### config.mk
export PLATFORM = sky130hd
export DESIGN_NAME = accept_encoding_resolver
export DESIGN_NICKNAME = d
export VERILOG_FILES = /design/src/rtl/aer_pkg.sv /design/src/rtl/accept_encoding_resolver.sv /design/src/rtl/aer_front.sv /design/src/rtl/aer_queue.sv /design/src/rtl/aer_back.sv
export SDC_FILE = /design/constraint.sdc
export NUM_CORES = 1
export LEC_CHECK = 0
export BUFFER_PORTS_ARGS = -buffer_cell sky130_fd_sc_hd__buf_2
export CAP_MARGIN = 40
export CELL_PAD_IN_SITES_DETAIL_PLACEMENT = 1
export CELL_PAD_IN_SITES_GLOBAL_PLACEMENT = 1
export CORE_MARGIN = 2
export CORE_UTILIZATION = 52
export DETAILED_ROUTE_END_ITERATION = 16
export PLACE_DENSITY_LB_ADDON = 0.1
export SETUP_SLACK_MARGIN = 0.4
export SYNTH_ARGS = -nofsm -noshare
export SYNTH_HDL_FRONTEND = slang
export SYNTH_SLANG_ARGS = --single-unit
### constraint.sdc
create_clock -name clk -period 5.7 [get_ports clk]
set_clock_uncertainty 0.1 [all_clocks]
set_input_delay 0 -clock clk [delete_from_list [all_inputs] [get_ports clk]]
set_output_delay 0 -clock clk [all_outputs]
set_load 0.05 [all_outputs]
### src/rtl/aer_pkg.sv
`default_nettype none
// ----------------------------------------------------------------------------
// aer_pkg
// Shared types and constants of the accept-encoding resolver: the classified
// byte record that travels from the front end through the queue to the parser.
// ----------------------------------------------------------------------------
package aer_pkg;

  // depth of the queue between classifier and parser
  localparam int unsigned QDEPTH = 2;
  localparam int unsigned QPTR_W = (QDEPTH > 1) ? $clog2(QDEPTH) : 1;
  localparam int unsigned QCNT_W = $clog2(QDEPTH + 1);

  // token position saturates at this value
  localparam logic [2:0] POS_MAX = 3'd7;

  localparam logic [2:0] POS_GZIP_LEN = 3'd4;
  localparam logic [2:0] POS_BR_LEN   = 3'd2;
  localparam logic [2:0] POS_STAR_LEN = 3'd1;

  // index 0 holds the first letter
  localparam logic [3:0][7:0] LIT_GZIP = '{8'h70, 8'h69, 8'h7a, 8'h67};
  localparam logic [1:0][7:0] LIT_BR   = '{8'h72, 8'h62};

  localparam logic [7:0] CH_SPACE = 8'h20;
  localparam logic [7:0] CH_TAB   = 8'h09;
  localparam logic [7:0] CH_COMMA = 8'h2c;
  localparam logic [7:0] CH_SEMI  = 8'h3b;
  localparam logic [7:0] CH_EQ    = 8'h3d;
  localparam logic [7:0] CH_STAR  = 8'h2a;
  localparam logic [7:0] CH_DOT   = 8'h2e;
  localparam logic [7:0] CH_ZERO  = 8'h30;
  localparam logic [7:0] CH_ONE   = 8'h31;
  localparam logic [7:0] CH_NINE  = 8'h39;
  localparam logic [7:0] CH_UP_A  = 8'h41;
  localparam logic [7:0] CH_UP_Z  = 8'h5a;
  localparam logic [7:0] CH_LOW_Q = 8'h71;
  localparam logic [7:0] CASE_BIT = 8'h20;

  // one classified header byte; all class flags are zero when has_char is low
  typedef struct packed {
    logic [7:0] lc;        // byte folded to lower case
    logic       has_char;
    logic       last;
    logic       blank;
    logic       comma;
    logic       semi;
    logic       eq;
    logic       is_q;
    logic       zero;
    logic       dot;
    logic       digit_nz;
    logic       star;
  } item_t;

endpackage
`default_nettype wire

### src/rtl/accept_encoding_resolver.sv
`default_nettype none
// ----------------------------------------------------------------------------
// accept_encoding_resolver
// Streaming resolver for an Accept-Encoding header value: reports whether
// gzip and br are acceptable once the last byte of the header arrives.
// ----------------------------------------------------------------------------
// The block takes one header byte per cycle while in_stall is low, with no
// gaps of its own: a front end classifies the byte and writes it into a
// two-entry queue, and the parser behind it, a small state machine, consumes
// one byte per cycle unless a last byte waits on a held result. The result
// is registered once the last byte leaves the queue and stays until taken.
// Input stall rises only when the queue holds two bytes, which happens when
// the result register is still occupied as a further header ends; the parser
// then waits on the output side alone while the front end fills the queue.
module accept_encoding_resolver (
  input  wire logic       clk,
  input  wire logic       rst,
  input  wire logic       in_valid,
  output logic            in_stall,
  input  wire logic [7:0] ch,
  input  wire logic       has_char,
  input  wire logic       last,
  output logic            out_valid,
  input  wire logic       out_stall,
  output logic            gzip_ok,
  output logic            brotli_ok
);

  aer_pkg::item_t              q_wdata;
  aer_pkg::item_t              q_rdata;
  logic                        q_push;
  logic                        q_pop;
  logic                        q_not_empty;
  logic                        q_full;
  logic [aer_pkg::QCNT_W-1:0]  q_count;

  aer_front u_front (
    .in_valid (in_valid),
    .in_stall (in_stall),
    .ch       (ch),
    .has_char (has_char),
    .last     (last),
    .q_full   (q_full),
    .q_push   (q_push),
    .q_wdata  (q_wdata)
  );

  aer_queue u_queue (
    .clk       (clk),
    .rst       (rst),
    .push      (q_push),
    .wdata     (q_wdata),
    .pop       (q_pop),
    .rdata     (q_rdata),
    .not_empty (q_not_empty),
    .full      (q_full),
    .count     (q_count)
  );

  aer_back u_back (
    .clk         (clk),
    .rst         (rst),
    .q_not_empty (q_not_empty),
    .q_rdata     (q_rdata),
    .q_pop       (q_pop),
    .out_valid   (out_valid),
    .out_stall   (out_stall),
    .gzip_ok     (gzip_ok),
    .brotli_ok   (brotli_ok)
  );

  // queue never holds more than its depth
  a_queue_bound: assert property (@(posedge clk) disable iff (rst)
    q_count <= aer_pkg::QCNT_W'(aer_pkg::QDEPTH))
    else $error("queue count beyond depth");

  // a last byte never leaves the queue while a result is held back
  a_no_overwrite: assert property (@(posedge clk) disable iff (rst)
    (out_valid && out_stall && q_pop) |-> !q_rdata.last)
    else $error("result register overwritten while stalled");

  // a transferred byte is in the queue on the next cycle
  a_push_lands: assert property (@(posedge clk) disable iff (rst)
    (in_valid && !in_stall) |=> q_not_empty)
    else $error("accepted byte missing from queue");

endmodule
`default_nettype wire

### src/rtl/aer_front.sv
`default_nettype none
// ----------------------------------------------------------------------------
// aer_front
// Input side: classifies each header byte into the delimiter and character
// classes the parser needs, and pushes the record into the queue.
// ----------------------------------------------------------------------------
module aer_front (
  input  wire logic          in_valid,
  output logic               in_stall,
  input  wire logic [7:0]    ch,
  input  wire logic          has_char,
  input  wire logic          last,
  input  wire logic          q_full,
  output logic               q_push,
  output aer_pkg::item_t     q_wdata
);

  logic is_upper;

  assign is_upper = (ch >= aer_pkg::CH_UP_A) && (ch <= aer_pkg::CH_UP_Z);

  assign in_stall = q_full;
  assign q_push   = in_valid && !q_full;

  always_comb begin
    q_wdata          = '0;
    q_wdata.lc       = is_upper ? (ch | aer_pkg::CASE_BIT) : ch;
    q_wdata.has_char = has_char;
    q_wdata.last     = last;
    q_wdata.blank    = has_char && (ch == aer_pkg::CH_SPACE || ch == aer_pkg::CH_TAB);
    q_wdata.comma    = has_char && (ch == aer_pkg::CH_COMMA);
    q_wdata.semi     = has_char && (ch == aer_pkg::CH_SEMI);
    q_wdata.eq       = has_char && (ch == aer_pkg::CH_EQ);
    q_wdata.is_q     = has_char && ((ch | aer_pkg::CASE_BIT) == aer_pkg::CH_LOW_Q);
    q_wdata.zero     = has_char && (ch == aer_pkg::CH_ZERO);
    q_wdata.dot      = has_char && (ch == aer_pkg::CH_DOT);
    q_wdata.digit_nz = has_char && (ch >= aer_pkg::CH_ONE) && (ch <= aer_pkg::CH_NINE);
    q_wdata.star     = has_char && (ch == aer_pkg::CH_STAR);
  end

endmodule
`default_nettype wire

### src/rtl/aer_queue.sv
`default_nettype none
// ----------------------------------------------------------------------------
// aer_queue
// Short first-in first-out queue of classified bytes between the front end
// and the parser.
// ----------------------------------------------------------------------------
module aer_queue (
  input  wire logic                        clk,
  input  wire logic                        rst,
  input  wire logic                        push,
  input  wire aer_pkg::item_t              wdata,
  input  wire logic                        pop,
  output aer_pkg::item_t                   rdata,
  output logic                             not_empty,
  output logic                             full,
  output logic [aer_pkg::QCNT_W-1:0]       count
);

  aer_pkg::item_t                 slots [aer_pkg::QDEPTH];
  logic [aer_pkg::QPTR_W-1:0]     wr_ptr;
  logic [aer_pkg::QPTR_W-1:0]     rd_ptr;

  assign not_empty = (count != '0);
  assign full      = (count == aer_pkg::QCNT_W'(aer_pkg::QDEPTH));
  assign rdata     = slots[rd_ptr];

  always_ff @(posedge clk) begin
    if (push) begin
      slots[wr_ptr] <= wdata;
    end
  end

  always_ff @(posedge clk) begin
    if (rst) begin
      wr_ptr <= '0;
      rd_ptr <= '0;
      count  <= '0;
    end else begin
      if (push) begin
        wr_ptr <= (wr_ptr == aer_pkg::QPTR_W'(aer_pkg::QDEPTH - 1)) ? '0 : wr_ptr + 1'b1;
      end
      if (pop) begin
        rd_ptr <= (rd_ptr == aer_pkg::QPTR_W'(aer_pkg::QDEPTH - 1)) ? '0 : rd_ptr + 1'b1;
      end
      if (push && !pop) begin
        count <= count + 1'b1;
      end else if (pop && !push) begin
        count <= count - 1'b1;
      end
    end
  end

endmodule
`default_nettype wire

### src/rtl/aer_back.sv
`default_nettype none
// ----------------------------------------------------------------------------
// aer_back
// Parser: walks the entry grammar one classified byte per cycle while no held
// result blocks a last byte, keeps per-coding verdicts, registers the result.
// ----------------------------------------------------------------------------
module aer_back (
  input  wire logic           clk,
  input  wire logic           rst,
  input  wire logic           q_not_empty,
  input  wire aer_pkg::item_t q_rdata,
  output logic                q_pop,
  output logic                out_valid,
  input  wire logic           out_stall,
  output logic                gzip_ok,
  output logic                brotli_ok
);

  typedef enum logic [2:0] {
    PH_LEAD,
    PH_TOKEN,
    PH_PLEAD,
    PH_PNAME,
    PH_SKIP,
    PH_QLEAD,
    PH_QZERO,
    PH_QFRAC
  } phase_t;

  phase_t     phase, phase_next;
  logic [2:0] pos, pos_next;
  logic       cand_gz, cand_gz_next;
  logic       cand_br, cand_br_next;
  logic       cand_star, cand_star_next;
  logic       pend, pend_next;
  logic       pname_q, pname_q_next;
  logic       qzero, qzero_next;
  logic [5:0] verdicts, verdicts_next;
  logic       res_gz, res_br;
  logic       tok_byte;
  logic [1:0] entry_v;

  // a last byte needs the output register free or draining
  assign q_pop = q_not_empty && (!q_rdata.last || !out_valid || !out_stall);

  always_comb begin
    phase_next     = phase;
    pos_next       = pos;
    cand_gz_next   = cand_gz;
    cand_br_next   = cand_br;
    cand_star_next = cand_star;
    pend_next      = pend;
    pname_q_next   = pname_q;
    qzero_next     = qzero;
    verdicts_next  = verdicts;
    tok_byte       = 1'b0;
    entry_v        = 2'b00;
    res_gz         = 1'b0;
    res_br         = 1'b0;

    if (q_rdata.has_char && !q_rdata.comma) begin
      if (q_rdata.semi) begin
        phase_next = PH_PLEAD;
      end else begin
        case (phase)
          PH_LEAD: begin
            if (!q_rdata.blank) begin
              phase_next = PH_TOKEN;
              tok_byte   = 1'b1;
            end
          end
          PH_TOKEN: begin
            if (q_rdata.blank) pend_next = 1'b1;
            else tok_byte = 1'b1;
          end
          PH_PLEAD: begin
            if (q_rdata.eq) begin
              phase_next = PH_SKIP;
            end else if (!q_rdata.blank) begin
              pname_q_next = q_rdata.is_q;
              phase_next   = PH_PNAME;
            end
          end
          PH_PNAME: begin
            if (q_rdata.eq) begin
              if (pname_q) begin
                phase_next = PH_QLEAD;
                qzero_next = 1'b0;
              end else begin
                phase_next = PH_SKIP;
              end
            end else begin
              pname_q_next = 1'b0;
            end
          end
          PH_QLEAD: begin
            if (q_rdata.zero) begin
              qzero_next = 1'b1;
              phase_next = PH_QZERO;
            end else if (!q_rdata.blank) begin
              phase_next = PH_SKIP;
            end
          end
          PH_QZERO: begin
            phase_next = q_rdata.dot ? PH_QFRAC : PH_SKIP;
          end
          PH_QFRAC: begin
            if (!q_rdata.zero) begin
              if (q_rdata.digit_nz) qzero_next = 1'b0;
              phase_next = PH_SKIP;
            end
          end
          PH_SKIP: begin
          end
          default: begin
            phase_next = PH_LEAD;
          end
        endcase
      end
    end

    // token character: blanks followed by more text kill every candidate
    if (tok_byte) begin
      if (pend) begin
        cand_gz_next   = 1'b0;
        cand_br_next   = 1'b0;
        cand_star_next = 1'b0;
      end else begin
        cand_gz_next   = cand_gz && (pos < aer_pkg::POS_GZIP_LEN) &&
                         (q_rdata.lc == aer_pkg::LIT_GZIP[pos[1:0]]);
        cand_br_next   = cand_br && (pos < aer_pkg::POS_BR_LEN) &&
                         (q_rdata.lc == aer_pkg::LIT_BR[pos[0]]);
        cand_star_next = cand_star && (pos == '0) && q_rdata.star;
      end
      if (pos != aer_pkg::POS_MAX) pos_next = pos + 1'b1;
    end

    // entry close on a comma or at the end of the header
    if (q_rdata.comma || q_rdata.last) begin
      entry_v = {!qzero_next, 1'b1};
      if (cand_gz_next && pos_next == aer_pkg::POS_GZIP_LEN) begin
        verdicts_next[1:0] = entry_v;
      end else if (cand_br_next && pos_next == aer_pkg::POS_BR_LEN) begin
        verdicts_next[3:2] = entry_v;
      end else if (cand_star_next && pos_next == aer_pkg::POS_STAR_LEN) begin
        verdicts_next[5:4] = entry_v;
      end
      phase_next     = PH_LEAD;
      pos_next       = '0;
      cand_gz_next   = 1'b1;
      cand_br_next   = 1'b1;
      cand_star_next = 1'b1;
      pend_next      = 1'b0;
      pname_q_next   = 1'b0;
      qzero_next     = 1'b0;
    end

    res_gz = verdicts_next[0] ? verdicts_next[1] : (verdicts_next[4] && verdicts_next[5]);
    res_br = verdicts_next[2] ? verdicts_next[3] : (verdicts_next[4] && verdicts_next[5]);

    if (q_rdata.last) begin
      verdicts_next = '0;
    end
  end

  always_ff @(posedge clk) begin
    if (rst) begin
      phase     <= PH_LEAD;
      pos       <= '0;
      cand_gz   <= 1'b1;
      cand_br   <= 1'b1;
      cand_star <= 1'b1;
      pend      <= 1'b0;
      pname_q   <= 1'b0;
      qzero     <= 1'b0;
      verdicts  <= '0;
      out_valid <= 1'b0;
    end else begin
      if (q_pop && q_rdata.last) begin
        out_valid <= 1'b1;
      end else if (out_valid && !out_stall) begin
        out_valid <= 1'b0;
      end
      if (q_pop) begin
        phase     <= phase_next;
        pos       <= pos_next;
        cand_gz   <= cand_gz_next;
        cand_br   <= cand_br_next;
        cand_star <= cand_star_next;
        pend      <= pend_next;
        pname_q   <= pname_q_next;
        qzero     <= qzero_next;
        verdicts  <= verdicts_next;
        if (q_rdata.last) begin
          gzip_ok   <= res_gz;
          brotli_ok <= res_br;
        end
      end
    end
  end

endmodule
`default_nettype wire

Yosys cells after proc, flatten, opt, wreduce, memory -nomap -nowiden
Memory sizes are Yosys's and may differ from the RTL's. A register that Yosys moved wholly into a read port is not among the register bits.
Cells that the tools add are included.
{ "classes": {"add_sub_neg": 5, "n_lt_le_gt_ge": 8, "n_eq_ne": 31, "n_mux": 74, "bitwise": 1, "n_reduce_logical": 55} }
{ "ops": {"columns": ["operator", "count"], "rows": [
  ["$eq 8x6->1 const B", 7],
  ["$mux 1", 43],
  ["$mux 3", 13],
  ["$logic_and 1x1->1", 28],
  ["$mux 6", 3],
  ["$pmux 3 s6", 1],
  ["$bmux 8 s2", 1],
  ["$eq 8x8->1", 2],
  ["$mux 8", 2],
  ["$mux 2", 7],
  ["$eq 3x3->1 const B", 4],
  ["$reduce_bool 2->1", 6],
  ["$ne 5x5->1 const B", 2],
  ["$eq 3x2->1 const B", 3],
  ["$eq 8x4->1 const B", 1],
  ["$ge 8x6->1 const B", 1],
  ["$ge 8x7->1 const B", 1],
  ["$le 8x6->1 const B", 1],
  ["$le 8x7->1 const B", 1],
  ["$logic_not 1->1", 8],
  ["$ne 4x4->1 const B", 2],
  ["$reduce_and 8->1", 1],
  ["$reduce_bool 8->1", 1],
  ["$eq 7x6->1 const B", 1],
  ["other kinds (26)", 34]
]} }
{ "word_totals": {"reg_bits": 25, "mem_bits_rw": 38, "input_bits": 14, "out_inout_bits": 4, "elab_cells": 190, "memories": 1} }
{ "mem_list": {"columns": ["memory", "depth", "width", "rd", "rd_ports_with_merged_regs", "write_ports", "line_no", "source"], "rows": [
  ["u_queue.slots", 2, 19, 1, 1, 1, "aer_queue.sv:19", "aer_pkg::item_t slots [aer_pkg::QDEPTH];"]
]} }

Depth between registers and ports, before layout
{ "depth": {"word_depth": 14, "mapped_depth": 10, "ltp_nobuf": 8} }

Cells and area by module
A second synthesis with hierarchy kept.
{ "hier_totals": {"cells_unflattened": 307, "hier_area_um2": 3359.5} }
{ "modules_own_cells": {"columns": ["mod", "n_inst", "cells_per_inst", "area_per_inst_um2", "seq_area_each_um2"], "rows": [
  ["aer_queue", 1, 81, 1581.5, 1241.2],
  ["aer_back", 1, 180, 1498.9, 440.4],
  ["aer_front", 1, 46, 279.0, 0.0]
]} }

Worst setup path before layout
Ideal clock, no wire load.
{ "synth_timing": {"kind": "reg-to-reg", "start": "register (tool-made name)", "end": "register u_back.gzip_ok, data pin", "setup_ps": 158, "arrival_time_ps": 2214, "t_required_ps": 5442, "path_slack_ps": 3228, "path_stages_with_launch": 8, "path_buffers": 1, "synth_period_minus_slack_ps": 2472, "path_cell_list": "dfxtp_1 buf_6 or4b_4 nand2_1 mux2_2 a21oi_1 or3b_2 o211ai_1"} }
{ "synth_rtl": {"columns": ["element", "line_no", "source"], "rows": [
  ["end signal: assignment", "aer_back.sv:195", "gzip_ok <= res_gz;"],
  ["end: declaration", "aer_back.sv:15", "output logic gzip_ok,"]
]} }

==> results.py <==
metrics = {
    "global_route": {
        "antenna_found_initial": 0,
        "grt_first_pass_wirelength_um": 15500,
        "grt_pass1_vias": 2829,
        "grt_util_all_layers": 0.292,
        "met1_usage": 0.359,
        "grtUsageMet2": 0.493,
        "grt-ovfl-total": 0,
        "grt-busiest-layer": "met2",
        "grt_max_degree": 27,
        "met3_usage": 0.0815,
    },
    "final_layout": {
        "antenna_cells": 0,
        "nNetsFinal": 359,
        "fin_area_mm2": 0.00374,
        "fillers": 635,
        "layout_commonest_cell": "edfxtp_1",
        "drive_gt1_frac": 0.136,
        "final_cell_mix": "40 x edfxtp_1, 33 x nand2_1, 30 x nor2_1, 24 x dfxtp_1, 18 x a21oi_1",
        "syn2layout_area_growth_pct": 15.8,
        "fin_cells": 421,
    },
    "drt": {
        "vias": 2690,
        "firstDrtPassIters": 4,
        "via_per_inst": 6.39,
        "drt_iter0_markers": 261,
        "totalWireLength_um": 9680,
        "routedWlPerCell_um": 23.0,
        "drc": 0,
        "ant_nets": 0,
    },
    "clocking": {
        "cts_buffers": 9,
        "clk_latency_ps": 360,
        "cts_root_buffer": "clkbuf_8",
        "clock-sinks": 64,
        "cts_tree": "built",
        "h-tree-depth": 3,
        "path_clk_slew_ps": 80,
        "cts_setup_buffers": 0,
        "clockBufferDepth": 2,
    },
    "logic_synthesis": {
        "syn_area_mm2": 0.00323,
        "ys_top_cells_by_area": "edfxtp_1 37%, dfxtp_1 15%, mux2i_1 5.0%, nand2_1 3.8%, nor2_1 3.5%",
        "synth-edff-count": 40,
        "synth_cells": 313,
        "syn_area_per_cell_um2": 10.3,
        "synth_top_cell_by_area": "edfxtp_1",
        "synth_warnings": 0,
        "ys_ff_latch": 64,
        "seq_area_frac_synth": 0.520,
        "yosysTopAreaCellShare": 0.372,
        "synth_cell_types": 57,
        "synth_fp_nets": 331,
        "synthArstFlopShare": 0,
        "synth_ff_type": "edfxtp_1",
    },
    "die": {
        "die_area_mm2": 0.00686,
        "initial_core_util": 0.543,
        "core_mm2": 0.00596,
        "num_io_pins": 18,
        "rows": 28,
        "die_h_um": 82.8,
        "die_width_um": 82.8,
    },
    "sta": {
        "finalSetupViolations": 0,
        "final.setup.worst_slack_ps": 2440,
        "finalSetupTns_ps": 0,
        "min_period_ps": 3260,
        "maxSlewHeadroom": 0.394,
        "hold-worst-slack_ps": 22.3,
        "hold_violations": 0,
        "worst_pin_slew_ps": 899,
        "rsz0062_at_grt": "false",
        "fmax_ghz": 0.307,
        "slew_viol_final": 0,
        "min_period_over_period": 0.572,
    },
    "worst_setup_path": {
        "worstReg2RegEnd": "u_queue.count[1]$_SDFFE_PP0P_",
        "critPathCapture": "u_queue.count[1]$_SDFFE_PP0P_",
        "cp-end-kind": "flop",
        "required_ps": 5890,
        "r2r_setup_slack_ps": 2440,
        "cp-start-kind": "flop",
        "reg2reg_depth": 7,
        "crit_arrival_ps": 3450,
        "criticalPathCategory": "flop to flop",
        "path_max_fanout": 11,
    },
    "placement": {
        "placed_area_mm2": 0.00337,
        "gp_congestion": 0.813,
        "post-place-ws_ps": 2470,
        "io_buffers": 17,
        "place_hpwl_um": 5830,
        "placed_cells": 393,
    },
    "power_and_ir_drop": {
        "p_clk_frac": 0.325,
        "p_per_area_mw_per_mm2": 416,
        "p_switching_uw": 542,
        "power.internal_uw": 1010,
        "sw_frac_of_total": 0.348,
        "ir_worst_vdd_mv": 0.301,
        "p_leak_uw": 0.00133,
        "power_frac_seq": 0.391,
        "pwr-share-comb": 0.284,
    },
    "flow_run": {
        "drv_cap": 0,
    },
    "min_path": {
        "hp-class": "primary input to flop",
    },
    "status": {
        "status": "finished clean",
    },
}
[cell type report]
type                    instances  area, um2  share of cell area
multi-input cells             224       1440               0.385
well taps                      75       93.8              0.0251
clock inverters                 6        116              0.0311
clock buffers                  10        138              0.0368
inverters                      10       37.5              0.0100
repair buffers                 32        235              0.0629
flip-flops and latches         64       1680               0.449
[critical path, stage by stage, from the launching register on]
cell	delay [ps]
dfxtp_1	370
mux2i_2	560
nor2_1	110
nor2_1	640
inv_1	450
ha_1	450
or3_1	370
a21oi_1	140
[sequential cells by signal, indices dropped and copies added, names as in the netlist, named ones only]
signal            count
u_queue.slots        38
u_back.verdicts       6
u_back.phase          3
u_back.pos            3
u_queue.count         2
u_back.brotli_ok      1
u_back.cand_br        1
u_back.cand_gz        1
u_back.cand_star      1
u_back.gzip_ok        1
u_back.out_valid      1
u_back.pend           1
u_back.pname_q        1
u_back.qzero          1
u_queue.rd_ptr        1
u_queue.wr_ptr        1
[through the flow]
| stage | total power, uW | util |
|---|---|---|
| finish | 1560 | 0.628 |
| global route | 1620 | 0.628 |
| CTS | 1540 | 0.628 |
| detailed placement | 1030 | 0.566 |
| global placement | 1010 | 0.563 |
| floorplan | 917 | - |
[cells in the mapped netlist (4+ instances only)]
cell,instances
o211ai_1,5
inv_1,10
clkbuf_1,11
nor2_1,30
edfxtp_1,40
o21ai_0,14
dfxtp_1,24
nand3_1,6
a2bb2oi_1,4
nand2b_1,4
nor4_1,4
ha_1,4
a31oi_1,6
xor2_1,5
a21oi_1,18
nand2_1,33
nor3_1,14
mux2i_1,16
and3_1,4
[power groups by stage]
stage / logic (uW) / clock network (uW) / registers (uW)
2_1_floorplan: 302 / 0 / 615
3_3_place_gp: 398 / 0 / 609
3_5_place_dp: 416 / 0 / 615
4_1_cts: 430 / 502 / 606
5_1_grt: 476 / 527 / 614
6_report: 442 / 505 / 608
[logic make-up (layout without fill, tap and decap cells)]
| family | after synthesis | count (layout) | synth area share |
|---|---|---|---|
| AO/OA/AOI/OAI | 71 | 71 | 0.151 |
| XOR/XNOR | 7 | 7 | 0.0190 |
| adder cells (fa/ha/maj) | 4 | 4 | 0.0155 |
| buffers and inverters | 25 | 58 | 0.0341 |
| flip-flops | 64 | 64 | 0.520 |
| multiplexers | 21 | 21 | 0.0685 |
| AND/OR/NAND/NOR | 121 | 121 | 0.192 |
[layer usage]
| layer | share of wire | vias up |
|---|---|---|
| met5 | 0 | - |
| met4 | 0.031 | 0 |
| met3 | 0.042 | 26 |
| met2 | 0.50 | 69 |
| met1 | 0.43 | 1361 |
| li1 | - | 1234 |
[worst min path at each step]
stage	cells past startpoint	start	end	slack (ps)
6_report	2	in_valid	u_queue.slots[1][9]$_DFFE_PP_	20
5_1_grt	2	in_valid	u_queue.slots[1][9]$_DFFE_PP_	20
4_1_cts	2	in_valid	u_queue.slots[1][9]$_DFFE_PP_	30
3_5_place_dp	1	last	u_queue.slots[0][9]$_DFFE_PP_	100
3_3_place_gp	1	last	u_queue.slots[1][9]$_DFFE_PP_	90
2_1_floorplan	0	has_char	u_queue.slots[0][10]$_DFFE_PP_	-1
[repair_timing]
action / CTS / global route
hold buffers: 12 / 0
setup endpoints to repair: 0 / 0
hold endpoints to repair: 26 / 0
gates resized for setup: 0 / 0
No activity file was read; power rests on OpenSTA's default activity.
